===== src/rtl/retry_backoff_staleness_monitor_defines.svh =====
// Assertion helpers used by the monitor RTL.
`ifndef RETRY_BACKOFF_STALENESS_MONITOR_DEFINES_SVH
`define RETRY_BACKOFF_STALENESS_MONITOR_DEFINES_SVH

// Same-cycle implication, disabled while reset is asserted.
`define RBSM_ASSERT_NOW(label, clk, rst_n, ante, cons) \
	label: assert property (@(posedge clk) disable iff (!(rst_n)) (ante) |-> (cons)) \
		else $error("rbsm assertion failed");

// Next-cycle implication, disabled while reset is asserted.
`define RBSM_ASSERT_NEXT(label, clk, rst_n, ante, cons) \
	label: assert property (@(posedge clk) disable iff (!(rst_n)) (ante) |=> (cons)) \
		else $error("rbsm assertion failed");

`endif


===== src/rtl/rbsm_pkg.sv =====
package rbsm_pkg;

	localparam int TIME_BITS_DEF = 32;
	localparam int FIELD_TIME_W  = 32;
	localparam int CFG_DATA_W    = 24;
	localparam int CFG_IDX_W     = 2;
	localparam int FAIL_W        = 16;

	localparam logic [CFG_IDX_W-1:0] REG_REFRESH_INTERVAL     = 2'd0;
	localparam logic [CFG_IDX_W-1:0] REG_STALE_THRESHOLD      = 2'd1;
	localparam logic [CFG_IDX_W-1:0] REG_ALERT_AFTER_FAILURES = 2'd2;

	localparam logic [23:0] REFRESH_RST = 24'd600;
	localparam logic [23:0] STALE_RST   = 24'd1800;
	localparam logic [15:0] ALERT_RST   = 16'd5;

	localparam logic [FAIL_W-1:0] FAIL_MAX = 16'hFFFF;

	// 30 << 20 already exceeds any 24-bit cap, so the shift never needs more.
	localparam int BACKOFF_W         = 25;
	localparam int BACKOFF_SHIFT_MAX = 20;
	localparam logic [BACKOFF_W-1:0] BACKOFF_BASE = 25'd30;

	typedef struct packed {
		logic [23:0] refresh_interval;
		logic [23:0] stale_threshold;
		logic [15:0] alert_after_failures;
	} cfg_t;

	// min(30 * 2^(fails-1), cap); fails is at least one here.
	function automatic logic [23:0] backoff_delay(input logic [FAIL_W-1:0] fails,
			input logic [23:0] cap);
		logic [FAIL_W-1:0]    k_full;
		logic [4:0]           k;
		logic [BACKOFF_W-1:0] delay;
		k_full = (fails == '0) ? '0 : fails - 16'd1;
		k      = (k_full > FAIL_W'(BACKOFF_SHIFT_MAX)) ? 5'(BACKOFF_SHIFT_MAX) : k_full[4:0];
		delay  = BACKOFF_BASE << k;
		return (delay > BACKOFF_W'(cap)) ? cap : delay[23:0];
	endfunction

endpackage


===== src/rtl/rbsm_ifs.sv =====
interface rbsm_req_if;
	logic        valid;
	logic        ready;
	logic        action;
	logic [31:0] now;
	logic        fetch_ok;
	logic [31:0] report_time;

	modport source (output valid, action, now, fetch_ok, report_time, input ready);
	modport sink   (input valid, action, now, fetch_ok, report_time, output ready);
endinterface

interface rbsm_rsp_if;
	logic        valid;
	logic        ready;
	logic        fetch_due;
	logic        is_stale;
	logic        alert;
	logic [31:0] next_fetch_time;
	logic [15:0] failure_count;

	modport source (output valid, fetch_due, is_stale, alert, next_fetch_time, failure_count,
		input ready);
	modport sink   (input valid, fetch_due, is_stale, alert, next_fetch_time, failure_count,
		output ready);
endinterface


===== src/rtl/rbsm_cfg_regs.sv =====
module rbsm_cfg_regs
	import rbsm_pkg::*;
(
	input  logic                  clk,
	input  logic                  arst_n,
	input  logic                  cfg_we,
	input  logic [CFG_IDX_W-1:0]  cfg_idx,
	input  logic [CFG_DATA_W-1:0] cfg_wdata,
	output cfg_t                  cfg
);

	cfg_t        cfg_q;
	logic [23:0] wdata_24;
	logic [15:0] wdata_16;

	// a zero write behaves as one, so fold it here once
	assign wdata_24 = (cfg_wdata == '0) ? 24'd1 : cfg_wdata;
	assign wdata_16 = (cfg_wdata[15:0] == '0) ? 16'd1 : cfg_wdata[15:0];

	always_ff @(posedge clk or negedge arst_n) begin
		if (!arst_n) begin
			cfg_q.refresh_interval     <= REFRESH_RST;
			cfg_q.stale_threshold      <= STALE_RST;
			cfg_q.alert_after_failures <= ALERT_RST;
		end else if (cfg_we) begin
			unique case (cfg_idx)
				REG_REFRESH_INTERVAL:     cfg_q.refresh_interval     <= wdata_24;
				REG_STALE_THRESHOLD:      cfg_q.stale_threshold      <= wdata_24;
				REG_ALERT_AFTER_FAILURES: cfg_q.alert_after_failures <= wdata_16;
				default: ;
			endcase
		end
	end

	assign cfg = cfg_q;

endmodule


===== src/rtl/retry_backoff_staleness_monitor.sv =====
// Retry backoff and staleness monitor. Each request word carries a time and either
// asks for status (action 0) or reports a fetch outcome (action 1). A success stores
// the data timestamp, clears the failure count and schedules the next fetch one
// refresh interval ahead; a failure bumps the saturating count and schedules a retry
// after min(30 * 2^(n-1), refresh interval). Every request returns one response word
// with the state after the update: fetch_due, is_stale, alert, next_fetch_time
// (0 = unset) and failure_count. Throughput is one word per cycle unless rsp.ready
// stalls the output: the request register feeds the update logic, whose state registers
// and response register load on the same edge, so each request sees the prior update.
// Configuration writes go straight to the register file; write only while idle.
// A zero register value acts as one. Times wrap modulo 2^TIME_BITS.
`include "retry_backoff_staleness_monitor_defines.svh"

module retry_backoff_staleness_monitor
	import rbsm_pkg::*;
#(
	parameter int TIME_BITS = TIME_BITS_DEF
) (
	input  logic                  clk,
	input  logic                  arst_n,
	input  logic                  cfg_we,
	input  logic [CFG_IDX_W-1:0]  cfg_idx,
	input  logic [CFG_DATA_W-1:0] cfg_wdata,
	rbsm_req_if.sink              req,
	rbsm_rsp_if.source            rsp
);

	// wide enough for time + 24-bit delay without overflow
	localparam int SUM_W = ((TIME_BITS > CFG_DATA_W) ? TIME_BITS : CFG_DATA_W) + 1;

	cfg_t cfg;

	rbsm_cfg_regs u_cfg (
		.clk       (clk),
		.arst_n    (arst_n),
		.cfg_we    (cfg_we),
		.cfg_idx   (cfg_idx),
		.cfg_wdata (cfg_wdata),
		.cfg       (cfg)
	);

	// stage 1: request register
	logic                 valid_s1;
	logic                 action_s1;
	logic                 ok_s1;
	logic [TIME_BITS-1:0] now_s1;
	logic [TIME_BITS-1:0] rtime_s1;

	// stage 2: response register
	logic                    rsp_valid_s2;
	logic                    due_s2;
	logic                    stale_s2;
	logic                    alert_s2;
	logic [TIME_BITS-1:0]    nft_s2;
	logic [FAIL_W-1:0]       fail_s2;

	// monitor state
	logic [TIME_BITS-1:0] next_q;
	logic [FAIL_W-1:0]    fail_q;
	logic                 dvalid_q;
	logic [TIME_BITS-1:0] ts_q;

	logic advance;
	logic fire;

	// response slot frees when empty or being taken
	assign advance   = !rsp_valid_s2 || rsp.ready;
	assign req.ready = !valid_s1 || advance;
	assign fire      = valid_s1 && advance;

	always_ff @(posedge clk or negedge arst_n) begin
		if (!arst_n) begin
			valid_s1 <= 1'b0;
		end else if (req.ready) begin
			valid_s1 <= req.valid;
		end
	end

	always_ff @(posedge clk) begin
		if (req.ready && req.valid) begin
			action_s1 <= req.action;
			ok_s1     <= req.fetch_ok;
			now_s1    <= TIME_BITS'(req.now);
			rtime_s1  <= TIME_BITS'(req.report_time);
		end
	end

	// update logic
	logic                 succ;
	logic [FAIL_W-1:0]    fail_inc;
	logic [FAIL_W-1:0]    fail_nx;
	logic [23:0]          delay;
	logic [SUM_W-1:0]     sum;
	logic [TIME_BITS-1:0] next_nx;
	logic                 dvalid_nx;
	logic [TIME_BITS-1:0] ts_nx;
	logic [TIME_BITS-1:0] age;
	logic                 due;
	logic                 stale;
	logic                 alert;

	assign succ     = action_s1 && ok_s1;
	assign fail_inc = (fail_q == FAIL_MAX) ? fail_q : fail_q + 16'd1;

	always_comb begin
		fail_nx   = fail_q;
		dvalid_nx = dvalid_q;
		ts_nx     = ts_q;
		if (action_s1) begin
			if (ok_s1) begin
				fail_nx   = '0;
				dvalid_nx = 1'b1;
				ts_nx     = rtime_s1;
			end else begin
				fail_nx   = fail_inc;
			end
		end
	end

	assign delay   = succ ? cfg.refresh_interval : backoff_delay(fail_inc, cfg.refresh_interval);
	assign sum     = SUM_W'(now_s1) + SUM_W'(delay);
	assign next_nx = action_s1 ? sum[TIME_BITS-1:0] : next_q;

	// a schedule of zero reads as unset, so a fetch is due
	assign due   = (next_nx == '0) || (now_s1 >= next_nx);
	// data stamped in the future has age zero
	assign age   = (now_s1 >= ts_nx) ? now_s1 - ts_nx : '0;
	assign stale = !dvalid_nx || (SUM_W'(age) > SUM_W'(cfg.stale_threshold));
	assign alert = (fail_nx >= cfg.alert_after_failures) && stale;

	always_ff @(posedge clk or negedge arst_n) begin
		if (!arst_n) begin
			next_q   <= '0;
			fail_q   <= '0;
			dvalid_q <= 1'b0;
			ts_q     <= '0;
		end else if (fire) begin
			next_q   <= next_nx;
			fail_q   <= fail_nx;
			dvalid_q <= dvalid_nx;
			ts_q     <= ts_nx;
		end
	end

	always_ff @(posedge clk or negedge arst_n) begin
		if (!arst_n) begin
			rsp_valid_s2 <= 1'b0;
		end else if (advance) begin
			rsp_valid_s2 <= valid_s1;
		end
	end

	always_ff @(posedge clk) begin
		if (fire) begin
			due_s2   <= due;
			stale_s2 <= stale;
			alert_s2 <= alert;
			nft_s2   <= next_nx;
			fail_s2  <= fail_nx;
		end
	end

	assign rsp.valid           = rsp_valid_s2;
	assign rsp.fetch_due       = due_s2;
	assign rsp.is_stale        = stale_s2;
	assign rsp.alert           = alert_s2;
	assign rsp.next_fetch_time = FIELD_TIME_W'(nft_s2);
	assign rsp.failure_count   = fail_s2;

	`RBSM_ASSERT_NEXT(a_fail_saturates, clk, arst_n,
		fire && action_s1 && !ok_s1 && fail_q == FAIL_MAX, fail_q == FAIL_MAX)
	`RBSM_ASSERT_NEXT(a_success_clears, clk, arst_n,
		fire && succ, fail_q == '0 && dvalid_q)
	`RBSM_ASSERT_NEXT(a_state_holds_idle, clk, arst_n,
		!fire, $stable(fail_q) && $stable(next_q) && $stable(ts_q))
	`RBSM_ASSERT_NOW(a_ready_when_empty, clk, arst_n, !rsp_valid_s2, req.ready)
	`RBSM_ASSERT_NOW(a_alert_needs_stale, clk, arst_n, rsp_valid_s2 && alert_s2, stale_s2)

endmodule

===== src/flat_wrapper.sv =====
// flat-port wrapper written by rule: the top's interface ports become plain ports
module retry_backoff_staleness_monitor_flat import rbsm_pkg::*;
#(
	parameter int TIME_BITS = TIME_BITS_DEF
)
  (clk, arst_n, cfg_we, cfg_idx, cfg_wdata, req_valid, req_action, req_now, req_fetch_ok, req_report_time, req_ready, rsp_valid, rsp_fetch_due, rsp_is_stale, rsp_alert, rsp_next_fetch_time, rsp_failure_count, rsp_ready);
  rbsm_req_if req_i ();
  rbsm_rsp_if rsp_i ();
  input  logic clk;
  input  logic arst_n;
  input  logic cfg_we;
  input  logic [CFG_IDX_W-1:0] cfg_idx;
  input  logic [CFG_DATA_W-1:0] cfg_wdata;
  input wire logic [$bits(req_i.valid)-1:0] req_valid;
  input wire logic [$bits(req_i.action)-1:0] req_action;
  input wire logic [$bits(req_i.now)-1:0] req_now;
  input wire logic [$bits(req_i.fetch_ok)-1:0] req_fetch_ok;
  input wire logic [$bits(req_i.report_time)-1:0] req_report_time;
  output wire logic [$bits(req_i.ready)-1:0] req_ready;
  output wire logic [$bits(rsp_i.valid)-1:0] rsp_valid;
  output wire logic [$bits(rsp_i.fetch_due)-1:0] rsp_fetch_due;
  output wire logic [$bits(rsp_i.is_stale)-1:0] rsp_is_stale;
  output wire logic [$bits(rsp_i.alert)-1:0] rsp_alert;
  output wire logic [$bits(rsp_i.next_fetch_time)-1:0] rsp_next_fetch_time;
  output wire logic [$bits(rsp_i.failure_count)-1:0] rsp_failure_count;
  input wire logic [$bits(rsp_i.ready)-1:0] rsp_ready;
  assign req_i.valid = req_valid;
  assign req_i.action = req_action;
  assign req_i.now = req_now;
  assign req_i.fetch_ok = req_fetch_ok;
  assign req_i.report_time = req_report_time;
  assign req_ready = req_i.ready;
  assign rsp_valid = rsp_i.valid;
  assign rsp_fetch_due = rsp_i.fetch_due;
  assign rsp_is_stale = rsp_i.is_stale;
  assign rsp_alert = rsp_i.alert;
  assign rsp_next_fetch_time = rsp_i.next_fetch_time;
  assign rsp_failure_count = rsp_i.failure_count;
  assign rsp_i.ready = rsp_ready;
  retry_backoff_staleness_monitor #(.TIME_BITS(TIME_BITS)) u_core (.clk(clk), .arst_n(arst_n), .cfg_we(cfg_we), .cfg_idx(cfg_idx), .cfg_wdata(cfg_wdata), .req(req_i), .rsp(rsp_i));
endmodule

===== config.mk =====
export PLATFORM = sky130hd
export DESIGN_NAME = retry_backoff_staleness_monitor_flat
export DESIGN_NICKNAME = d
export VERILOG_FILES = /design/src/rtl/rbsm_pkg.sv /design/src/rtl/rbsm_ifs.sv /design/src/rtl/rbsm_cfg_regs.sv /design/src/rtl/retry_backoff_staleness_monitor.sv /design/src/flat_wrapper.sv
export VERILOG_INCLUDE_DIRS = /design/src /design/src/rtl
export SDC_FILE = /design/constraint.sdc
export NUM_CORES = 1
export LEC_CHECK = 0
export ABC_AREA = 1
export BUFFER_PORTS_ARGS = -buffer_cell sky130_fd_sc_hd__buf_2
export CORE_AREA = 4 4 219 221
export CTS_CLUSTER_SIZE = 40
export DETAILED_ROUTE_END_ITERATION = 10
export DIE_AREA = 0 0 223 225
export GPL_TIMING_DRIVEN = 0
export PLACE_DENSITY = 0.55
export SYNTH_ARGS = -nofsm -noshare
export SYNTH_HDL_FRONTEND = slang
export SYNTH_HIERARCHICAL = 1
export SYNTH_SLANG_ARGS = --single-unit

===== constraint.sdc =====
create_clock -name clk -period 22.7 [get_ports clk]
set_clock_uncertainty 0.1 [all_clocks]
set_input_delay 4.54 -clock clk [delete_from_list [all_inputs] [get_ports clk]]
set_output_delay 4.54 -clock clk [all_outputs]
set_load 0.05 [all_outputs]

# Yosys cells after proc, flatten, opt, wreduce, memory -nomap -nowiden
# Index checks and enable logic that the tools add are counted.
[classes] n_eq_ne=3 addsub=4 shifts=1 order_cmp=6 n_reduce_logical=19 n_mux=15
[op_table] op="$mux 32" count=4
[op_table] op="$mux 16" count=5
[op_table] op="$mux 24" count=3
[op_table] op="$ge 32x32->1" count=2
[op_table] op="$add 32x24->32" count=1
[op_table] op="$gt 32x24->1" count=1
[op_table] op="$logic_not 16->1" count=2
[op_table] op="$logic_not 32->1" count=1
[op_table] op="$sub 32x32->32" count=1
[op_table] op="$gt 25x24->1" count=1
[op_table] op="$shl 5x5->25 const A" count=1
[op_table] op="$logic_not 24->1" count=1
[op_table] op="$add 16x1->16 const B" count=1
[op_table] op="$eq 16x16->1 const B" count=1
[op_table] op="$ge 16x16->1" count=1
[op_table] op="$gt 16x5->1 const B" count=1
[op_table] op="$sub 16x1->16 const B" count=1
[op_table] op="$reduce_and 2->1" count=3
[op_table] op="$mux 5" count=1
[op_table] op="$logic_and 1x1->1" count=4
[op_table] op="$logic_or 1x1->1" count=4
[op_table] op="$logic_not 1->1" count=3
[op_table] op="$eq 2x1->1 const B" count=1
[op_table] op="$eq 2x2->1 const B" count=1
[op_table] op="other kinds (2)" count=3
[totals] out_inout_bits=53 input_bits=97 ff_bits=264 elab_cells=66

# Depth between registers and ports, before layout
# Gate-level depths: netlist of the first run.
[depth] ltp_word=14 ltp_mapped=67 ltp_nobuf=65

# Cells and area by module
# Netlist of the first run, hierarchy kept.
[modules_own_cells] module="retry_backoff_staleness_monitor" n_inst=1 area_each_um2=15175.8 seq_area_each_um2=5590.4 cells_per_inst=1935
[modules_own_cells] module="rbsm_cfg_regs" n_inst=1 area_each_um2=2612.5 seq_area_each_um2=1614.0 cells_per_inst=263

# Worst setup path before layout of the first run
# Ideal clock, no wire load.
[synth_path] kind="input to output" start="in rsp_ready" end="out req_ready" t_arrival_ns=5.000 required_time_ns=18.060 path_buffers=0 cell_stages=2 setup_slack_ns=13.060 cell_sequence="inv_1 nand3_1"
[synth_via] elab_chain_cells=2
[synth_lines] element="start: declaration" line="flat_wrapper.sv:26" text="input wire logic [$bits(rsp_i.ready)-1:0] rsp_ready;"
[synth_lines] element="$logic_or 1x1->1" line="retry_backoff_staleness_monitor.sv:67" text="assign advance = !rsp_valid_s2 || rsp.ready;"
[synth_lines] element="$logic_or 1x1->1" line="retry_backoff_staleness_monitor.sv:68" text="assign req.ready = !valid_s1 || advance;"
[synth_lines] element="end: declaration" line="flat_wrapper.sv:19" text="output wire logic [$bits(req_i.ready)-1:0] req_ready;"
# Every way passes these cells.

# Worst setup path in the final report of the first run
[layout_path] start="reg u_core.fail_q[0]" end="reg u_core.due_s2, in the netlist u_core/rsp.fetch_due (data pin)"
[layout_via] elab_chain_cells=14 elab_cells_between_ends=17 cone_classes="add/sub: 3; order compare: 3; eq/ne: 1; shift: 1; mux: 6; reduce/logical: 3"
[layout_lines] element="start: declaration" line="retry_backoff_staleness_monitor.sv:59" text="logic [FAIL_W-1:0] fail_q;"
[layout_lines] element="start signal: assignment" line="retry_backoff_staleness_monitor.sv:139" text="fail_q <= fail_nx;"
[layout_lines] element="$add 16x1->16 / $eq 16x16->1 (equally long branches)" line="retry_backoff_staleness_monitor.sv:103" text="assign fail_inc = (fail_q == FAIL_MAX) ? fail_q : fail_q + 16'd1;"
[layout_lines] element="$mux 16 *" line="retry_backoff_staleness_monitor.sv:103"
[layout_lines] element="$sub 16x1->16 / $logic_not 16->1 (equally long branches)" line="rbsm_pkg.sv:36" text="k_full = (fails == '0) ? '0 : fails - 16'd1;"
[layout_lines] element="$mux 16 *" line="rbsm_pkg.sv:36"
[layout_lines] element="$gt 16x5->1" line="rbsm_pkg.sv:37" text="k = (k_full > FAIL_W'(BACKOFF_SHIFT_MAX)) ? 5'(BACKOFF_SHIFT_MAX) : k_full[4:0];"
[layout_lines] element="$mux 5 *" line="rbsm_pkg.sv:37"
[layout_lines] element="$shl 5x5->25 *" line="rbsm_pkg.sv:38" text="delay = BACKOFF_BASE << k;"
[layout_lines] element="$gt 25x24->1" line="rbsm_pkg.sv:39" text="return (delay > BACKOFF_W'(cap)) ? cap : delay[23:0];"
[layout_lines] element="$mux 24 *" line="rbsm_pkg.sv:39"
[layout_lines] element="$mux 24 *" line="retry_backoff_staleness_monitor.sv:120" text="assign delay = succ ? cfg.refresh_interval : backoff_delay(fail_inc, cfg.refresh_interval);"
[layout_lines] element="$add 32x24->32 *" line="retry_backoff_staleness_monitor.sv:121" text="assign sum = SUM_W'(now_s1) + SUM_W'(delay);"
[layout_lines] element="$mux 32 *" line="retry_backoff_staleness_monitor.sv:122" text="assign next_nx = action_s1 ? sum[TIME_BITS-1:0] : next_q;"
[layout_lines] element="net u_core.next_nx[27]" line="retry_backoff_staleness_monitor.sv:94" text="logic [TIME_BITS-1:0] next_nx;"
[layout_lines] element="$ge 32x32->1 / $logic_not 32->1 (equally long branches)" line="retry_backoff_staleness_monitor.sv:125" text="assign due = (next_nx == '0) || (now_s1 >= next_nx);"
[layout_lines] element="$logic_or 1x1->1 *" line="retry_backoff_staleness_monitor.sv:125"
[layout_lines] element="net u_core.due" line="retry_backoff_staleness_monitor.sv:98" text="logic due;"
[layout_lines] element="end signal: assignment" line="retry_backoff_staleness_monitor.sv:155" text="due_s2 <= due;"
[layout_lines] element="end: declaration" line="retry_backoff_staleness_monitor.sv:51" text="logic due_s2;"
# Mark *: on every way through the listed nets, which the timed path passes. The rest lies on a longest branch.
# A chain may end at the register's enable or synchronous reset.

==> results of run 1 <==
[flip-flops by register name, summed over array words and instances, names as in the netlist]
signal / count
u_core/u_cfg/cfg: 64
u_core/next_q: 32
u_core/now_s1: 32
u_core/rsp.next_fetch_time: 32
u_core/rtime_s1: 32
u_core/ts_q: 32
u_core/fail_q: 16
u_core/rsp.failure_count: 16
u_core/action_s1: 1
u_core/dvalid_q: 1
u_core/ok_s1: 1
u_core/rsp.alert: 1
u_core/rsp.fetch_due: 1
u_core/rsp.is_stale: 1
u_core/rsp.valid: 1
u_core/valid_s1: 1
[power groups by stage]
stage,combinational [µW],clock (µW),sequential [µW]
after CTS,1260,491,699
final,1260,478,700
after detailed placement,1250,0,708
after global routing,1420,509,712
after global placement,1230,0,706
after floorplan,852,0,758
[layer usage]
layer / wire length [µm] / global-route usage (%) / vias up
met4: 1875 / 7.318 / 2
met3: 3147 / 3.582 / 96
met1: 25790 / 30.46 / 7498
li1: - / - / 7724
met2: 26260 / 36.11 / 376
met5: 18 / 0 / -
[cell usage after synthesis (26+ instances only)]
cell and n:
nand2_1 523, o21ai_2 26, ha_1 153, dfrtp_1 137, nand3_1 97, clkbuf_1 30, a21oi_1 105, inv_1 301
nand4_1 30, nor2_1 135, edfxtp_1 117, o21ai_1 33, o21ai_0 187, mux2i_1 31
[logic make-up after synthesis]
logic type / after synthesis / share of synthesized area, %
AOI/OAI and AO/OA: 435 / 13.89
xor gates and xnor gates: 42 / 2.068
adders and majority gates: 155 / 10.99
buffers and inverters: 372 / 8.426
DFF: 264 / 40.50
muxes: 31 / 1.744
and+or+nand+nor: 899 / 22.38
[final cells by class]
class	count	area [µm²]
plain buffers	49	282.8
clock buffers	40	868.3
clock inverters	16	115.1
fillers	4661	25820
inverters	323	1220
multi-input cells	1562	9085
flip-flops and latches	264	7204
well taps	607	759.5
repair buffers	151	803.3
[path summary, 6_finish.rpt]
check / endpoint / cells past startpoint / slack (ps) / from
min: u_core/dvalid_q / 2 / 360 / u_core/dvalid_q
max reg2reg: u_core/rsp.fetch_due / 61 / 12760 / u_core/fail_q[0]
max in group asynchronous: u_core/next_q[5] / 2 / 17850 / arst_n
min reg2reg: u_core/dvalid_q / 2 / 360 / u_core/dvalid_q
max: u_core/rsp.fetch_due / 61 / 12760 / u_core/fail_q[0]
min in group asynchronous: u_core/u_cfg/cfg[12] / 1 / 3820 / arst_n
[metrics by stage]
step | hold slack (ps) | cell area [µm²] | instances | setup slack [ps]
6_report | 363.1 | 20340 | 3012 | 12760
5_1_grt | 372.8 | 20340 | 3012 | 11810
4_1_cts | 363.6 | 20340 | 3012 | 12920
3_5_place_dp | 346.6 | 19350 | 2956 | 12930
3_3_place_gp | 341.7 | 19290 | 2954 | 12980
2_1_floorplan | 321.8 | 17790 | 2198 | 13060
[critical path: cells and delay by family, from the launching register on]
kind | cells | cell delay, ps
adders and majority gates | 4 | 1270
and+or+nand+nor | 42 | 5430
DFF | 1 | 490
buffers and inverters | 7 | 910
xor gates and xnor gates | 1 | 180
AOI/OAI and AO/OA | 7 | 1410
==> flow_metrics.tcl, run 1 <==
set metrics [dict create \
    status "finished, final reports clean" \
    grt_pass1_vias 15427 \
    seq_area_frac_synth_pct 40.50 \
    power_uw 2435 \
    wl_per_cell_um 18.95 \
    path_clk_slew_ps 60 \
    die_area_um2 50180 \
    drc 0 \
    die_w_um 223 \
    cts_tree "built" \
    row_count 79 \
    mappedNetlistArea_um2 17790 \
    setup_tns_ps 0 \
    yosys_warnings 6 \
    startpoint_type "register" \
    cts_max_level 1 \
    post_cts_buffers 0 \
    p_leak_uw 0.009947 \
    synth_edf_count 117 \
    hold_path.class "reg2reg" \
    slew-limit-headroom_pct 36.25 \
    via_per_inst 5.211 \
    slowest_delay_ps 520 \
    cp_common_cell "nand2_1" \
    die_h_um 225 \
    antenna_found_initial 1 \
    cap_violations 0 \
    fmax_mhz 100.6 \
    cts_hold_buf 0 \
    ys_ff_latch 264 \
    internal-power_uw 1310 \
    synth_top_area_share_pct 19.75 \
    setup_viol 0 \
    numCtsBuffers 30 \
    finalCriticalPeriod_ps 9937 \
    syn_avg_cell_area_um2 8.093 \
    p_comb_share_pct 51.6 \
    grt_max_degree 86 \
    rsz0062_at_grt "false" \
    layout.nets 2633 \
    root_buffer "clkbuf_16" \
    grtUsageTotal_pct 22.20 \
    slowest_stage "nor4_1" \
    core_um2 46160 \
    final_hold_viol_count 0 \
    final_cell_mix "523 x nand2_1, 300 x inv_1, 187 x o21ai_0, 153 x ha_1, 151 x buf_2" \
    crit_arrival_ps 10290 \
    p_seq_share_pct 28.7 \
    initial_core_util_pct 38.54 \
    switching_share_pct 46.20 \
    clock_latency_ps 590 \
    grt_overflow_total 0 \
    area_delta_synth_final_pct 14.34 \
    critPathMaxFanout 10 \
    vias 15696 \
    dpl.hpwl_um 45600 \
    synth_top_area_cell "edfxtp_1" \
    worstSetupEndpointType "register" \
    io_buffers 149 \
    final_core_util_pct 44.06 \
    drt_iter0_drc 1047 \
    wl_um 57090 \
    ant_nets 0 \
    synth_ff_type "dfrtp_1" \
    layout_commonest_cell "nand2_1" \
    dr.pass1.iters 5 \
    cts_sinks 264 \
    switchingPower_uw 1125 \
    drv_slew 0 \
    syn-instance-count 2198 \
    min_period_over_period_pct 43.78 \
    clockBufferDepth 3 \
    synth.area.top_cells "edfxtp_1 20%, dfrtp_1 19%, nand2_1 11%" \
    critPathKind "reg2reg" \
    worstPathRequired_ps 23060 \
    routabilityCongestion 0.9288 \
    ctsResizeCount 0 \
    power.clock.fraction_pct 19.6 \
    antenna_cells 0 \
    synth.distinct_cells 61 \
    ir_drop_uv 62.66 \
    async_flop_share_pct 55.68 \
    tightest_slew_ps 946.2 \
    synth_nets 2450 \
    ioPinCount 150 \
    grt_pass1_wl_um 87460 \
    powerDensity_nw_per_um2 119.7 \
    drive_gt1_share_pct 14.97 \
]
Power figures use the tool's default switching activity.
==> run 2, diff against run 1 <==
- clock period: 22.7 -> 9.95 ns (I/O delays scaled with it)
==> run 2 against run 1 <==
Compared with the run above: combinational power rose by 130%; total power rose by 130%; sequential share of layout area fell by 0.15 points; die area did not move; wire length rose by 0.12%; highest routed layer unchanged; utilization rose by 0.20 points; global-route usage did not move.
==> flow_metrics.tcl, run 2 (same netlist as run 1, synthesis figures left out) <==
set metrics [dict create \
    cts_tree "built" \
    antenna_cells 0 \
    internal-power_uw 2999 \
    dpl.hpwl_um 45600 \
    grt_pass1_vias 15427 \
    setup_tns_ps 0 \
    clock_latency_ps 590 \
    status "finished, final reports clean" \
    ant_nets 0 \
    ir_drop_uv 143.3 \
    grtUsageTotal_pct 22.20 \
    ff2ff_path_depth 62 \
    antenna_found_initial 1 \
    area_delta_synth_final_pct 14.86 \
    p_comb_share_pct 51.9 \
    grt_overflow_total 0 \
    root_buffer "clkbuf_16" \
    layout.nets 2635 \
    wl_per_cell_um 18.96 \
    largest_reg_flops 64 \
    worstPathRequired_ps 10310 \
    wl_um 57160 \
    switching_share_pct 46.25 \
    crit_arrival_ps 9500 \
    cts_max_level 1 \
    hold_path.class "reg2reg" \
    worstSetupEndpointType "register" \
    final.setup.worst_slack_ps 814.0 \
    initial_core_util_pct 38.54 \
    setup_viol 0 \
    drt_iter0_drc 1102 \
    finalCriticalPeriod_ps 9136 \
    r2r-end "u_core/rsp.fetch_due" \
    power_uw 5579 \
    clockBufferDepth 3 \
    hold_path_depth 2 \
    die_h_um 225 \
    path_clk_slew_ps 60 \
    fmax_mhz 109.5 \
    row_count 79 \
    min_period_over_period_pct 91.82 \
    placed_cells 2956 \
    core_um2 46160 \
    tightest_slew_ps 935.4 \
    io_buffers 149 \
    startpoint_type "register" \
    final_hold_viol_count 0 \
    die_w_um 223 \
    routabilityCongestion 0.9288 \
    cts_hold_buf 0 \
    cts_sinks 264 \
    min_from "u_core/dvalid_q" \
    drc 0 \
    crit_cells 62 \
    ioPinCount 150 \
    drive_gt1_share_pct 15.62 \
    r2r_slack_ps 810 \
    critPathMaxFanout 10 \
    switchingPower_uw 2580 \
    r2r-start "u_core/fail_q[0]" \
    whs_ps 363.6 \
    final_cell_mix "522 x nand2_1, 300 x inv_1, 181 x o21ai_0, 153 x ha_1, 151 x buf_2" \
    via_per_inst 5.215 \
    grt_max_degree 86 \
    dr.pass1.iters 5 \
    cap_violations 0 \
    vias 15719 \
    dp_slack_ps 178.9 \
    critPathKind "reg2reg" \
    die_area_um2 50180 \
    critPathTopFamily "simple AND/OR/NAND/NOR gates" \
    layout_commonest_cell "nand2_1" \
    numCtsBuffers 30 \
    min_to "u_core/dvalid_q" \
    n_fill_cell 4656 \
    slowest_stage "dfrtp_2" \
    finalNonFillerCells 3014 \
    slew-limit-headroom_pct 36.98 \
    drv_slew 0 \
    powerDensity_nw_per_um2 273.1 \
    power.clock.fraction_pct 19.5 \
    critPathBufInv 8 \
    slowest_delay_ps 460 \
    crit_start "u_core/fail_q[0]" \
    grt_pass1_wl_um 87460 \
    p_seq_share_pct 28.6 \
    p_leak_uw 0.009971 \
    cp_common_cell "nand2_1" \
]
[run 2: changes by cell type in the layout (fill, tap and decap cells not counted), sizes merged]
cell  before  now
buf      169  171
[run 2: worst max-delay path by stage]
stage	slack, ps	to
floorplan	2290	u_core/rsp.fetch_due
global placement	230	u_core/rsp.fetch_due
detailed placement	180	u_core/rsp.fetch_due
CTS	170	u_core/rsp.fetch_due
global route	-50	u_core/rsp.fetch_due
finish	810	u_core/rsp.fetch_due
[run 2: per-layer routing]
metal / track usage (%) / wire length [µm]
met5: 0 / 18
met4: 7.318 / 1975
met3: 3.582 / 3208
met2: 36.11 / 26200
met1: 30.46 / 25760
[run 2: metrics by stage]
step | util, % | cell area (µm²)
global placement | 41.80 | 19290
CTS | 44.06 | 20340
global route | 44.26 | 20430
floorplan | - | 17790
detailed placement | 41.93 | 19350
finish | 44.26 | 20430
[run 2: cell type report]
type	count	area [µm²]	share of cell area (%)
Buffer	49	282.8	1.384
Clock buffer	40	868.3	4.250
Clock inverter	16	115.1	0.5634
Inverter	323	1220	5.971
Multi-Input combinational cell	1562	9161	44.84
Sequential cell	264	7206	35.27
Tap cell	607	759.5	3.717
Timing Repair Buffer	153	818.3	4.005
[run 2: power by group through the flow]
stage          logic (µW)  registers, µW  clock network [µW]
2_1_floorplan        1940           1730                   0
3_3_place_gp         2800           1610                   0
3_5_place_dp         2850           1610                   0
4_1_cts              2870           1600                1120
5_1_grt              3270           1620                1160
6_report             2890           1600                1090
[run 2: what timing repair did]
item / CTS / global route
setup endpoints to repair: 0 / 1
gates resized for setup: 0 / 23
buffers inserted: 0 / 2
[run 2: worst min-delay path, stage by stage (launching register included)]
cell and delay [ps]:
dfrtp_1 320, inv_1 50, nand2_1 60
